--- src/rtl/fat12_cluster_chain_walker_defines.svh ---
// ----------------------------------------------------------------------------
// FAT12 cluster chain walker: assertion macros
// Shared property forms for the walker's checks, clocked and reset-gated.
// ----------------------------------------------------------------------------
`ifndef FAT12_CLUSTER_CHAIN_WALKER_DEFINES_SVH
`define FAT12_CLUSTER_CHAIN_WALKER_DEFINES_SVH

// same-cycle implication
`define FCCW_ASSERT_NOW(label, clk, rst_n, ante, cons, msg) \
    label: assert property (@(posedge clk) disable iff (!rst_n) (ante) |-> (cons)) \
        else $error(msg);

// next-cycle implication
`define FCCW_ASSERT_NEXT(label, clk, rst_n, ante, cons, msg) \
    label: assert property (@(posedge clk) disable iff (!rst_n) (ante) |=> (cons)) \
        else $error(msg);

`endif

--- src/rtl/fccw_fifo.sv ---
// ----------------------------------------------------------------------------
// FAT12 cluster chain walker: small queue
// Register-based first-in first-out queue with full and empty flags.
// ----------------------------------------------------------------------------
module fccw_fifo #(
    parameter int WIDTH = 8,
    parameter int DEPTH = 2
) (
    input  logic             clk,
    input  logic             rst_n,
    input  logic             wr_en,
    input  logic [WIDTH-1:0] wr_data,
    output logic             full,
    input  logic             rd_en,
    output logic [WIDTH-1:0] rd_data,
    output logic             empty
);

    localparam int PW = (DEPTH > 1) ? $clog2(DEPTH) : 1;
    localparam int CW = $clog2(DEPTH + 1);

    logic [WIDTH-1:0] slot_reg [DEPTH];
    logic [PW-1:0]    wr_ptr_reg, wr_ptr_next;
    logic [PW-1:0]    rd_ptr_reg, rd_ptr_next;
    logic [CW-1:0]    count_reg, count_next;
    logic             do_wr, do_rd;

    assign full    = (count_reg == CW'(DEPTH));
    assign empty   = (count_reg == '0);
    assign do_wr   = wr_en && !full;
    assign do_rd   = rd_en && !empty;
    assign rd_data = slot_reg[rd_ptr_reg];

    always_comb
    begin
        wr_ptr_next = wr_ptr_reg;
        rd_ptr_next = rd_ptr_reg;
        count_next  = count_reg;
        if (do_wr)
        begin
            wr_ptr_next = (wr_ptr_reg == PW'(DEPTH - 1)) ? '0 : wr_ptr_reg + 1'b1;
        end
        if (do_rd)
        begin
            rd_ptr_next = (rd_ptr_reg == PW'(DEPTH - 1)) ? '0 : rd_ptr_reg + 1'b1;
        end
        if (do_wr && !do_rd)
        begin
            count_next = count_reg + 1'b1;
        end
        else if (do_rd && !do_wr)
        begin
            count_next = count_reg - 1'b1;
        end
    end

    always_ff @(posedge clk or negedge rst_n)
    begin
        if (!rst_n)
        begin
            wr_ptr_reg <= '0;
            rd_ptr_reg <= '0;
            count_reg  <= '0;
        end
        else
        begin
            wr_ptr_reg <= wr_ptr_next;
            rd_ptr_reg <= rd_ptr_next;
            count_reg  <= count_next;
        end
    end

    always_ff @(posedge clk)
    begin
        if (do_wr)
        begin
            slot_reg[wr_ptr_reg] <= wr_data;
        end
    end

endmodule

--- config.mk ---
export PLATFORM = sky130hd
export DESIGN_NAME = fccw_fifo
export DESIGN_NICKNAME = d
export VERILOG_FILES = /design/src/rtl/fat12_cluster_chain_walker_defines.svh /design/src/rtl/fccw_fifo.sv
export SDC_FILE = /design/constraint.sdc
export NUM_CORES = 1
export LEC_CHECK = 0
export BUFFER_PORTS_ARGS = -buffer_cell sky130_fd_sc_hd__clkbuf_2
export CAP_MARGIN = 20
export CORE_MARGIN = 1.5
export CORE_UTILIZATION = 40
export DETAILED_ROUTE_END_ITERATION = 10
export PLACE_DENSITY = 0.74
export SETUP_SLACK_MARGIN = 0.5
export SLEW_MARGIN = 20
export SYNTH_ARGS = -nofsm -noshare
export SYNTH_HDL_FRONTEND = slang
export SYNTH_SLANG_ARGS = --single-unit
--- constraint.sdc ---
create_clock -name clk -period 2 [get_ports clk]
set_clock_uncertainty 0.2 [all_clocks]
set_input_delay 0.4 -clock clk [delete_from_list [all_inputs] [get_ports clk]]
set_output_delay 0.4 -clock clk [all_outputs]
set_load 0.05 [all_outputs]
# Word level (Yosys, flattened, before mapping)
# Memories as Yosys holds them, arrays and structs flattened.
# Cells that the tools add are included.
[totals] ff_bits=4 latchBits=0 mem_bits_rw=16 rom_bits=0 inputBits=12 output_inout_bits=10 elab_cells=25 mem_count=1
[classes] addsub=4 mul=0 div=0 n_lt_le_gt_ge=0 n_eq_ne=1 shift=0 mux=6 bitwise_logic=0 n_reduce_logical=10
[memory_table] memory="slot_reg" words=2 word_bits=8 rd=1 rd_ports_with_merged_regs=0 write_ports=1 line="fccw_fifo.sv:22" rtl="logic [WIDTH-1:0] slot_reg [DEPTH];"
[op_table] cell="$logic_and 1x1->1" count=4
[op_table] cell="$logic_not 1->1" count=4
[op_table] cell="$mux 1" count=4
[op_table] cell="$mux 2" count=2
[op_table] cell="$add 1x1->1 const B" count=2
[op_table] cell="$add 2x1->2 const B" count=1
[op_table] cell="$eq 2x2->1 const B" count=1
[op_table] cell="$logic_not 2->1" count=1
[op_table] cell="$reduce_bool 2->1" count=1
[op_table] cell="$sub 2x1->2 const B" count=1

# Logic depth before layout (Yosys ltp)
[depth] word_depth=7 mapped_depth=7 mapped_depth_nobuf=7

# Least setup slack after synthesis
# OpenSTA, ideal clock, no wires.
[synth_path] path_kind="flip-flop to output port" from="reg count_reg[0]" to="out empty" arrival_ns=1.067 required_time_ns=1.400 setup_slack_ns=0.333 stages_incl_launch_ff=2 n_path_buf=0 cell_sequence="dfrtp_1 > nor2_1"
[synth_via] elab_chain_cells=1
[synth_rtl] element="from (decl)" line="fccw_fifo.sv:25" rtl="logic [CW-1:0] count_reg, count_next;"
[synth_rtl] element="from (signal assigned)" line="fccw_fifo.sv:69" rtl="count_reg <= count_next;"
[synth_rtl] element="$logic_not 2->1" line="fccw_fifo.sv:29" rtl="assign empty = (count_reg == '0);"
[synth_rtl] element="to (decl)" line="fccw_fifo.sv:16" rtl="output logic empty"
# Every way passes these cells.

# Worst setup path in the final report
[layout_path] from="reg rd_ptr_reg" to="out rd_data[6]"
[layout_via] elab_chain_cells=1
[layout_rtl] element="from (decl)" line="fccw_fifo.sv:24" rtl="logic [PW-1:0] rd_ptr_reg, rd_ptr_next;"
[layout_rtl] element="from (signal assigned)" line="fccw_fifo.sv:68" rtl="rd_ptr_reg <= rd_ptr_next;"
[layout_rtl] element="$mem_v2 2x8"
[layout_rtl] element="to (decl)" line="fccw_fifo.sv:15" rtl="output logic [WIDTH-1:0] rd_data,"
# Every way passes these cells.

==> run metrics <==
gr ovfl total 0; min Tclk post-route 1.92 ns; worst slack, placed 0.205 ns; first-pass GRT wire length 2000 um; Int Pwr 0.00127 W; Ys Warns 0; Yosys top cell area share 0.614; clock slew at reported path FFs 0.11 ns; Slew Limit Fails 0; mux share of post-synthesis cell area 0.115; tightest hold margin 0.0948 ns; Setup Crit Path Kind flop to output port; Ports 22; Syn Nets 57; Reg power frac 0.320; mapped cell area 782 um^2; Comb pwr share 0.590; CP startpoint kind flop; die width 47.2 um; power share of the clock group 0.090; clk sink count 20; top cells by area, synth edfxtp_1 (61%), dfrtp_1 (13%), mux2_1 (8.6%), mux2_2 (2.9%), xnor2_1 (2.2%); Post-synth ARST share 0.200; Num CTS Buffers 3; Vias/cell 4.54; final net count 89; WL/cell 13.9 um; H-tree levels 1; Post-synth top flop edfxtp_1; CP Data Arrival Time 1.32 ns; GPL Wtd Cong 0.630; Net Sw Frac 0.399; Total GRT Usage 0.140; Hold Vio Cnt, Final 0; effective utilization at floorplan 0.439; Worst Slack Setup Final 0.0794 ns; Compound-Gate Fraction of Synth Area 0.00640; Root Buffer clkbuf_4; flops & latches, synth 20; area grow syn2layout 53.0%; post-route ant nets 0; Synth Area in Simple Gates 0.0384; WP data required 1.40 ns; Vias 454; antenna cell count 0; Yosys top cell by area edfxtp_1; die area 2230 um^2; xor-xnor portion of the synthesized cell area 0.0656; # DRC 0; DRT Pass-1 Iters 2; RSZ-0062 raised after global routing true; final instance area 1200 um^2; Post-Synth Adder-Cell Area 0.0160; hold crit path type input pin to flop; run status finished clean; Largest register FFs 16; P_sw 0.000840 W; Post-synth top cells edfxtp_1 (16), mux2_1 (6), dfrtp_1 (4); Post-Route WL 1390 um; Max IR drop VDD 0.00132 V; setup violators final 0; most common cell in the netlist edfxtp_1; fin crit share 0.960; Post-synth EDFFs 16; P per Cell Area 1760 nW/um^2; synth unique cells 15; CP Max Fanout 4; Placed Cells incl. Taps 89; max cap viols 0; Worst-Skew Late Latency 0.28 ns; initial antenna violation count 0; Relative slew margins 0.828; Fmax 521 MHz; dpl cell area 937 um^2; first-iteration detailed-routing DRC count 2; vias in the first global route 441; ratio of cells with drive above 1 in the final layout 0.707; post-synthesis sequential area ratio 0.742; I/O Buffers 21; Critical Path Sink Type output port; Slew @ Worst Pin 0.257 ns; # rows 15; core area 1780 um^2; worst-case clock buffer depth 2; syn avg cell area 17.8 um^2; Post-Synthesis Cells 44; largest net degree at the start of global routing 12; largest family of logic cells by synthesized area multiplexers; TNS Setup 0 ns; Post-Layout Cell Count 100; CTS tree done; Leak Pwr 0.484 nW; die height 47.2 um
final cells by class:
cell class	count	area, um^2
timing repair buffer	28	288
multi-input combinational	21	259
clock buffer	4	26.3
tap	25	31.3
inverter	2	7.51
sequential	20	584
fill	125	587
layout by cell type (no fill, tap or decap):
cell type	count
xor2_2	1
dfrtp_1	1
xnor2_1	2
dlygate4sd3_1	1
nor2_4	2
xor2_1	1
nand2_4	1
and3_2	1
mux2_2	6
dfrtp_2	3
clkbuf_16	2
buf_4	4
clkbuf_4	3
ha_4	1
edfxtp_1	16
clkbuf_2	11
mux2_4	2
xnor2_2	1
nand2b_4	1
clkbuf_1	1
inv_2	2
nor2_2	1
o21ai_4	1
buf_6	2
buf_8	8
through the flow:
step	util	total power (W)
after global placement	0.526	0.00144
final	0.671	0.00211
after global routing	0.671	0.00221
after CTS	0.656	0.00202
after floorplan	-	0.00131
after detailed placement	0.526	0.00146
worst paths after layout:
path	cells after the start	slack (ns)	end	from
worst min-delay path	1	0.09	slot_reg[0][5]	wr_data[5]
worst min register to register	1	0.39	wr_ptr_reg	wr_ptr_reg
max in group asynchronous	2	1.21	rd_ptr_reg	rst_n
min in group asynchronous	2	0.25	wr_ptr_reg	rst_n
worst max-delay path	3	0.08	rd_data[6]	rd_ptr_reg
worst max register to register	7	0.39	count_reg[1]	count_reg[0]
worst max-delay path, cell delays in order (launching register included):
cell and delay (ns):
dfrtp_2 0.43, buf_6 0.13, mux2_4 0.30, clkbuf_16 0.17
layer usage:
layer / vias to the layer above / wire [um] / share of wire / global-route usage
met3: 2 / 47 / 0.034 / 0.0385
met4: 0 / 12 / 0.0086 / 0.0667
met2: 13 / 767 / 0.55 / 0.249
li1: 220 / - / - / -
met5: - / 0 / 0 / 0
met1: 219 / 567 / 0.41 / 0.153
power by group through the flow:
stage	combinational [W]	sequential [W]	clock [W]
floorplan	0.000666	0.000646	0
global placement	0.000752	0.000690	0
detailed placement	0.000765	0.000696	0
CTS	0.00117	0.000664	0.000193
global route	0.00131	0.000686	0.000217
finish	0.00124	0.000674	0.000191
kinds of logic (layout without fill, tap and decap cells):
| group | Yosys count | after routing |
|---|---|---|
| AOI/OAI and AO/OA | 1 | 1 |
| xor gates and xnor gates | 5 | 5 |
| adders and majority gates | 1 | 1 |
| buffers and inverters | 3 | 34 |
| DFF | 20 | 20 |
| muxes | 8 | 8 |
| and+or+nand+nor | 6 | 6 |
timing repair:
action                     in CTS  in global routing
hold buffers                    1                  0
pin swaps                       3                  4
setup endpoints to repair      27                 11
resized for setup              36                 11
buffers inserted                6                  0
hold endpoints to repair        4                  0
Power figures use the tool's default switching activity.
