$ cat config.mk
export PLATFORM = sky130hd
export DESIGN_NAME = fccw_front
export DESIGN_NICKNAME = d
export VERILOG_FILES = /design/src/rtl/fat12_cluster_chain_walker_defines.svh /design/src/rtl/fccw_pkg.sv /design/src/rtl/fccw_fifo.sv /design/src/rtl/fccw_front.sv
export SDC_FILE = /design/constraint.sdc
export NUM_CORES = 1
export LEC_CHECK = 0
export BUFFER_PORTS_ARGS = -buffer_cell sky130_fd_sc_hd__buf_2
export CORE_MARGIN = 4
export CORE_UTILIZATION = 46
export CTS_CLUSTER_SIZE = 8
export DETAILED_ROUTE_END_ITERATION = 7
export MAX_ROUTING_LAYER = met4
export PLACE_DENSITY = 0.76
export SLEW_MARGIN = 20
export SYNTH_ARGS = -nofsm -noshare
export SYNTH_HDL_FRONTEND = slang
export SYNTH_SLANG_ARGS = --single-unit
$ cat constraint.sdc
create_clock -name clk -period 5.9 [get_ports clk]
set_input_delay 0.295 -clock clk [delete_from_list [all_inputs] [get_ports clk]]
set_output_delay 0.295 -clock clk [all_outputs]
set_load 0.005 [all_outputs]
$ cat src/rtl/fat12_cluster_chain_walker_defines.svh
// ----------------------------------------------------------------------------
// FAT12 cluster chain walker: assertion macros
// Shared property forms for the walker's checks, clocked and reset-gated.
// ----------------------------------------------------------------------------
`ifndef FAT12_CLUSTER_CHAIN_WALKER_DEFINES_SVH
`define FAT12_CLUSTER_CHAIN_WALKER_DEFINES_SVH

// same-cycle implication
`define FCCW_ASSERT_NOW(label, clk, rst_n, ante, cons, msg) \
    label: assert property (@(posedge clk) disable iff (!rst_n) (ante) |-> (cons)) \
        else $error(msg);

// next-cycle implication
`define FCCW_ASSERT_NEXT(label, clk, rst_n, ante, cons, msg) \
    label: assert property (@(posedge clk) disable iff (!rst_n) (ante) |=> (cons)) \
        else $error(msg);

`endif

$ cat src/rtl/fccw_pkg.sv
// ----------------------------------------------------------------------------
// FAT12 cluster chain walker package
// Item and result layouts, operation codes, register indexes and constants.
// ----------------------------------------------------------------------------
package fccw_pkg;

    // input operation codes
    localparam logic [1:0] OP_LOAD    = 2'd0;
    localparam logic [1:0] OP_START   = 2'd1;
    localparam logic [1:0] OP_ADVANCE = 2'd2;
    localparam logic [1:0] OP_NONE    = 2'd3;

    // configuration port
    localparam int CFG_INDEX_W = 3;
    localparam int CFG_DATA_W  = 16;

    localparam logic [CFG_INDEX_W-1:0] REG_RESERVED_SECTORS    = 3'd0;
    localparam logic [CFG_INDEX_W-1:0] REG_TABLE_COPIES        = 3'd1;
    localparam logic [CFG_INDEX_W-1:0] REG_SECTORS_PER_TABLE   = 3'd2;
    localparam logic [CFG_INDEX_W-1:0] REG_ROOT_ENTRIES        = 3'd3;
    localparam logic [CFG_INDEX_W-1:0] REG_BYTES_PER_SECTOR    = 3'd4;
    localparam logic [CFG_INDEX_W-1:0] REG_SECTORS_PER_CLUSTER = 3'd5;

    localparam logic [15:0] RST_RESERVED_SECTORS    = 16'd1;
    localparam logic [2:0]  RST_TABLE_COPIES        = 3'd2;
    localparam logic [7:0]  RST_SECTORS_PER_TABLE   = 8'd9;
    localparam logic [12:0] RST_ROOT_ENTRIES        = 13'd224;
    localparam logic [12:0] RST_BYTES_PER_SECTOR    = 13'd512;
    localparam logic [7:0]  RST_SECTORS_PER_CLUSTER = 8'd1;

    // table entry constants
    localparam logic [11:0] ENTRY_MASK = 12'hFFF;
    localparam logic [11:0] END_MARK   = 12'hFF8;
    localparam logic [3:0]  NIBBLE     = 4'hF;

    // root directory size divider: (root_entries * 32) / bytes_per_sector
    localparam int DIR_W = 18;
    localparam int BPS_W = 13;

    typedef struct packed {
        logic [1:0]  op;
        logic [12:0] table_address;
        logic [7:0]  table_byte;
        logic [11:0] start_cluster;
    } item_t;

    typedef struct packed {
        logic [31:0] sector_address;
        logic [7:0]  sector_count;
        logic [11:0] next_entry;
        logic        chain_end;
        logic        bad_cluster;
    } result_t;

endpackage

$ cat src/rtl/fccw_fifo.sv
// ----------------------------------------------------------------------------
// FAT12 cluster chain walker: small queue
// Register-based first-in first-out queue with full and empty flags.
// ----------------------------------------------------------------------------
module fccw_fifo #(
    parameter int WIDTH = 8,
    parameter int DEPTH = 2
) (
    input  logic             clk,
    input  logic             rst_n,
    input  logic             wr_en,
    input  logic [WIDTH-1:0] wr_data,
    output logic             full,
    input  logic             rd_en,
    output logic [WIDTH-1:0] rd_data,
    output logic             empty
);

    localparam int PW = (DEPTH > 1) ? $clog2(DEPTH) : 1;
    localparam int CW = $clog2(DEPTH + 1);

    logic [WIDTH-1:0] slot_reg [DEPTH];
    logic [PW-1:0]    wr_ptr_reg, wr_ptr_next;
    logic [PW-1:0]    rd_ptr_reg, rd_ptr_next;
    logic [CW-1:0]    count_reg, count_next;
    logic             do_wr, do_rd;

    assign full    = (count_reg == CW'(DEPTH));
    assign empty   = (count_reg == '0);
    assign do_wr   = wr_en && !full;
    assign do_rd   = rd_en && !empty;
    assign rd_data = slot_reg[rd_ptr_reg];

    always_comb
    begin
        wr_ptr_next = wr_ptr_reg;
        rd_ptr_next = rd_ptr_reg;
        count_next  = count_reg;
        if (do_wr)
        begin
            wr_ptr_next = (wr_ptr_reg == PW'(DEPTH - 1)) ? '0 : wr_ptr_reg + 1'b1;
        end
        if (do_rd)
        begin
            rd_ptr_next = (rd_ptr_reg == PW'(DEPTH - 1)) ? '0 : rd_ptr_reg + 1'b1;
        end
        if (do_wr && !do_rd)
        begin
            count_next = count_reg + 1'b1;
        end
        else if (do_rd && !do_wr)
        begin
            count_next = count_reg - 1'b1;
        end
    end

    always_ff @(posedge clk or negedge rst_n)
    begin
        if (!rst_n)
        begin
            wr_ptr_reg <= '0;
            rd_ptr_reg <= '0;
            count_reg  <= '0;
        end
        else
        begin
            wr_ptr_reg <= wr_ptr_next;
            rd_ptr_reg <= rd_ptr_next;
            count_reg  <= count_next;
        end
    end

    always_ff @(posedge clk)
    begin
        if (do_wr)
        begin
            slot_reg[wr_ptr_reg] <= wr_data;
        end
    end

endmodule

$ cat src/rtl/fccw_front.sv
// ----------------------------------------------------------------------------
// FAT12 cluster chain walker: front end
// Accepts input items, drops unused opcodes and queues the rest for the back.
// ----------------------------------------------------------------------------
module fccw_front #(
    parameter int DEPTH = 2
) (
    input  logic            clk,
    input  logic            rst_n,
    input  logic            push,
    output logic            full,
    input  logic [1:0]      opcode,
    input  logic [12:0]     table_address,
    input  logic [7:0]      table_byte,
    input  logic [11:0]     start_cluster,
    output fccw_pkg::item_t item,
    output logic            item_empty,
    input  logic            item_pop
);

    fccw_pkg::item_t in_item;
    logic            keep;
    logic            q_full;

    always_comb
    begin
        in_item.op            = opcode;
        in_item.table_address = table_address;
        in_item.table_byte    = table_byte;
        in_item.start_cluster = start_cluster;
        case (opcode)
            fccw_pkg::OP_LOAD,
            fccw_pkg::OP_START,
            fccw_pkg::OP_ADVANCE: keep = 1'b1;
            default:              keep = 1'b0;
        endcase
    end

    assign full = q_full;

    fccw_fifo #(
        .WIDTH ($bits(fccw_pkg::item_t)),
        .DEPTH (DEPTH)
    ) u_queue (
        .clk     (clk),
        .rst_n   (rst_n),
        .wr_en   (push && keep),
        .wr_data (in_item),
        .full    (q_full),
        .rd_en   (item_pop),
        .rd_data (item),
        .empty   (item_empty)
    );

endmodule

# Word level (Yosys, flattened, before mapping)
# Memories as Yosys holds them, arrays and structs flattened.
# Index checks and enable logic that the tools add are counted.
dict set report op_classes {
  n_eq_ne 3
  n_reduce_logical 13
  n_mux 7
  add_sub_neg 4
}
# op n
set ops {}
lappend ops {{logical AND 1 bit} 5}
lappend ops {{2-to-1 mux 1 bit} 5}
lappend ops {{== test 2 bit, second input constant} 2}
lappend ops {{zero test 1 bit} 4}
lappend ops {{zero test 2 bit} 2}
lappend ops {{2-to-1 mux 2 bit} 2}
lappend ops {{OR reduction 3 bit} 1}
lappend ops {{adder 1 bit, second input constant} 2}
lappend ops {{adder 2 x 1 -> 2 bit, second input constant} 1}
lappend ops {{== test 2 x 1 -> 1 bit, second input constant} 1}
lappend ops {{nonzero test 2 bit} 1}
lappend ops {{subtractor 2 x 1 -> 2 bit, second input constant} 1}
dict set report word_totals {
  out_inout_bits 37
  regBits 4
  input_bits 39
  mem_bits_rw 70
  memories 1
}
# memory words width rd rd_clocked_by_memory_dff write_ports line
set memory_table {}
lappend memory_table {u_queue.slot_reg 2 35 1 0 1 fccw_fifo.sv:22} ;# logic [WIDTH-1:0] slot_reg [DEPTH];

# Longest topological paths before layout
dict set report depth {
  depth_word 9
  mapped_depth 7
  mapped_depth_nobuf 7
}

# Cells and area by module
# Synthesis repeated with hierarchy kept, for this count alone.
dict set report unflattened {
  cells_unflattened 129
  area_unflattened_um2 2884.0
}
# mod seq_area_each_um2 cells_per_inst instances area_per_inst_um2
set by_module_without_submodules {}
lappend by_module_without_submodules {fccw_fifo 2202.1 128 1 2872.8}
lappend by_module_without_submodules {fccw_front 0.0 1 1 11.3}

# Worst setup path before layout
# OpenSTA, ideal clock, no wires.
dict set report synth_path {
  kind {reg-to-reg}
  from {register u_queue.count_reg[1]}
  to {memory u_queue.slot_reg[0][0] in the netlist's numbering (enable)}
  arrival_time_ns 2.218
  required_ns 5.473
  path_slack_ns 3.255
  setup_ns 0.427
  period_less_slack_ns 2.645
  stages_incl_launch_ff 4
  path_cell_list {dfrtp_1 > nor2b_2 > nand3b_4 > nor2_1}
}
dict set report synth_between {
  elab_chain_cells 5
}
# element line
set synth_lines {}
lappend synth_lines {{from (decl)} fccw_fifo.sv:25} ;# logic [CW-1:0] count_reg, count_next;
lappend synth_lines {{from (signal assigned)} fccw_fifo.sv:69} ;# count_reg <= count_next;
lappend synth_lines {{== test 2 bit} fccw_fifo.sv:28} ;# assign full = (count_reg == CW'(DEPTH));
lappend synth_lines {{via full} fccw_front.sv:11} ;# output logic full,
lappend synth_lines {{zero test 1 bit} fccw_fifo.sv:30} ;# assign do_wr = wr_en && !full;
lappend synth_lines {{logical AND 1 bit} fccw_fifo.sv:30}
lappend synth_lines {{2-to-1 mux 1 bit} fccw_fifo.sv:75} ;# if (do_wr)
lappend synth_lines {{2-to-1 mux 1 bit (not written as such)} fccw_fifo.sv:77} ;# slot_reg[wr_ptr_reg] <= wr_data;
lappend synth_lines {{to (decl)} fccw_fifo.sv:22}
# The timed path passes the listed nets, and every way through them passes these cells.

==> impl_metrics.yaml <==
run_status:
  status: "completed"
timing:
  clock_skew_ps: 9.483
  finalHoldViolations: 0
  maxSlewViolCount: 0
  worstMarginPinSlew_ps: 1057
  setup_tns_ps: 0
  setup_violations: 0
  fin_crit_ps: 2256
  relSlewSlack: 0.2951
  fmaxAchievable_mhz: 443.3
  fin_crit_sh: 0.3824
  rsz0062_at_grt: "false"
place:
  place.gp.congestion: 0.6904
  io_buffer_count: 75
  hpwl_um: 2942
layout:
  syn2layout_area_growth_pct: 24.01
  drive_gt1_frac: 0.6037
  largest_reg_flops: 70
  fin_util: 0.5934
  final_nets: 252
  nFillCells: 452
  diodes: 0
clock_network:
  clock-sinks: 74
  clk_path_buf_depth: 2
  cts_tree: "done"
  clk_pin_slew_worst_paths_ps: 70
  post-cts-setup-buffers: 0
  clkLatencyLatePin_ps: 330
  cts_made_buffers: 9
  cts_root_buf: "clkbuf_8"
  cts_max_level: 3
routing:
  first_iter_violations: 42
  num_vias: 1417
  viasPerCell: 4.853
  antenna_left: 0
  firstDrtPassIters: 4
  wl_um: 4420
  drc: 0
  routedWlPerCell_um: 15.14
critical_path:
  cp-start-kind: "register"
  worstSetupEndpointType: "primary output"
  worst-endpoint-required_ps: 5610
  worst_path_max_delay_cell: "dfrtp_2"
  critPathLaunch: "u_queue.rd_ptr_reg"
  path_class: "register to primary output"
  path_cells: "mux2_2, buf_2"
  cp_max_fo: 36
  reg2reg_from: "u_queue.count_reg[1]"
  critPathArrivalTime_ps: 1960
  slowest_delay_ps: 1060
synth:
  ys_ff_latch: 74
  ys_types: 14
  yosysWarnings: 0
  syn_area_mm2: 0.002866
  synthCells: 129
  synth_nets: 169
  yosysSeqAreaShare: 0.7682
  synth.avg_cell_area_um2: 22.22
pwr:
  p_sw_uw: 419.8
  p_sw_frac: 0.2540
  pwr-share-comb: 0.255
  power_density_mw_per_mm2: 465.0
  power_frac_seq: 0.477
  intPower_mw: 1.233
  p_clk_frac: 0.268
  irDropWorstVdd_mv: 0.2950
  p_leak_nw: 1.436
floorplanning:
  start_util: 0.4785
  io_pins: 76
  dieArea_mm2: 0.007559
  core_mm2: 0.005991
  fp.dieH_um: 86.94
  die_x_um: 86.94
  rows: 28
flow_run:
  maxCapViolCount: 0
grt:
  overflow: 0
  grt_pass1_vias: 1420
  grtUsageTotal: 0.1253
  grt_max_degree: 37
  grt_pass1_wl_um: 6748
  antenna_found_initial: 0
worst_hold_path:
  hold_path_class: "primary input to register"
  hp-start: "table_address[0]"
## Yosys cell counts
library cell  number  area share
edfxtp_1          70        0.73
mux2_4            29        0.15
mux2_2             6       0.024
buf_6              4       0.016
dfrtp_1            4       0.035
nor2_1             4      0.0052
xnor2_1            3      0.0092
inv_1              2      0.0026
xor2_1             2      0.0061
ha_1               1      0.0044
nand2_1            1      0.0013
nand3b_4           1      0.0070
nor2b_2            1      0.0031
o21ai_1            1      0.0017
## worst paths after layout
kind / endpoint / slack, ps / depth (start not counted)
worst max-delay path: item[14] / 3640 / 2
worst min-delay path: u_queue.slot_reg[1][20] / 150 / 1
worst max register to register: u_queue.slot_reg[1][32] / 3950 / 3
worst min register to register: u_queue.count_reg[1] / 520 / 1
max in group asynchronous: u_queue.rd_ptr_reg / 5460 / 2
min in group asynchronous: u_queue.count_reg[1] / 290 / 2
## layout by cell type (no fill, tap or decap)
cell,instances
buf_2,75
edfxtp_1,70
mux2_4,29
clkbuf_8,12
mux2_2,6
xnor2_1,3
dfrtp_1,3
inv_1,2
nor2_1,2
nor2_4,2
xor2_1,2
bufinv_16,2
nor2b_2,1
nand2_1,1
nand3b_4,1
o21ai_1,1
ha_1,1
clkinvlp_4,1
clkinv_2,1
dlygate4sd3_1,1
dfrtp_2,1
## timing repair
action | CTS | global route
endpoints found under the hold margin | 4 | 0
hold buffers | 1 | 0
resized for setup | 0 | 0
## power by group through the flow
stage	sequential [mW]	combinational (mW)	clock, mW
after floorplan	0.731	0.350	0
after global placement	0.796	0.429	0
after detailed placement	0.803	0.431	0
after CTS	0.791	0.433	0.452
after global routing	0.803	0.458	0.471
final	0.788	0.422	0.443
## cell type report
type | count | area [um^2] | share of cell area
flip-flops and latches | 74 | 2203 | 0.6199
multi-input cells | 49 | 626.9 | 0.1763
repair buffers | 76 | 385.4 | 0.1084
clock buffers | 12 | 165.2 | 0.04646
well taps | 75 | 93.84 | 0.02640
clock inverters | 4 | 72.57 | 0.02042
inverters | 2 | 7.507 | 0.002112
## worst max-delay path, delay by kind of cell, from the launching register on
kind	cells	cell delay [ps]
buf+inv	1	130
flops	1	1060
mux	1	420
## layer usage
metal  routed length (um)  up-vias  global-route usage
met4                   47        0             0.05949
met5                    0        -                   -
met1                 1824      684              0.1470
li1                     -      663                   -
met2                 2173       64              0.1960
met3                  375        6             0.03974
## logic make-up after synthesis
family | Yosys count | share of synthesized area
multiplexers | 35 | 0.1755
flip-flops | 74 | 0.7682
buffers and inverters | 6 | 0.01833
AND/OR/NAND/NOR | 7 | 0.01658
adder cells (fa/ha/maj) | 1 | 0.004364
AO/OA/AOI/OAI | 1 | 0.001744
XOR/XNOR | 5 | 0.01528
## stage by stage
stage	hold WS (ps)	worst slack, ps	total power, mW	instance area, um^2	instances
CTS	126.8	3606	1.675	3555	292
floorplan	-0.5911	3255	1.082	2867	129
detailed placement	110.7	3920	1.234	3307	275
global route	127.8	3544	1.733	3555	292
global placement	106.1	3969	1.225	3307	275
finish	147.5	3644	1.653	3555	292
(Power assumes the default switching activity.)
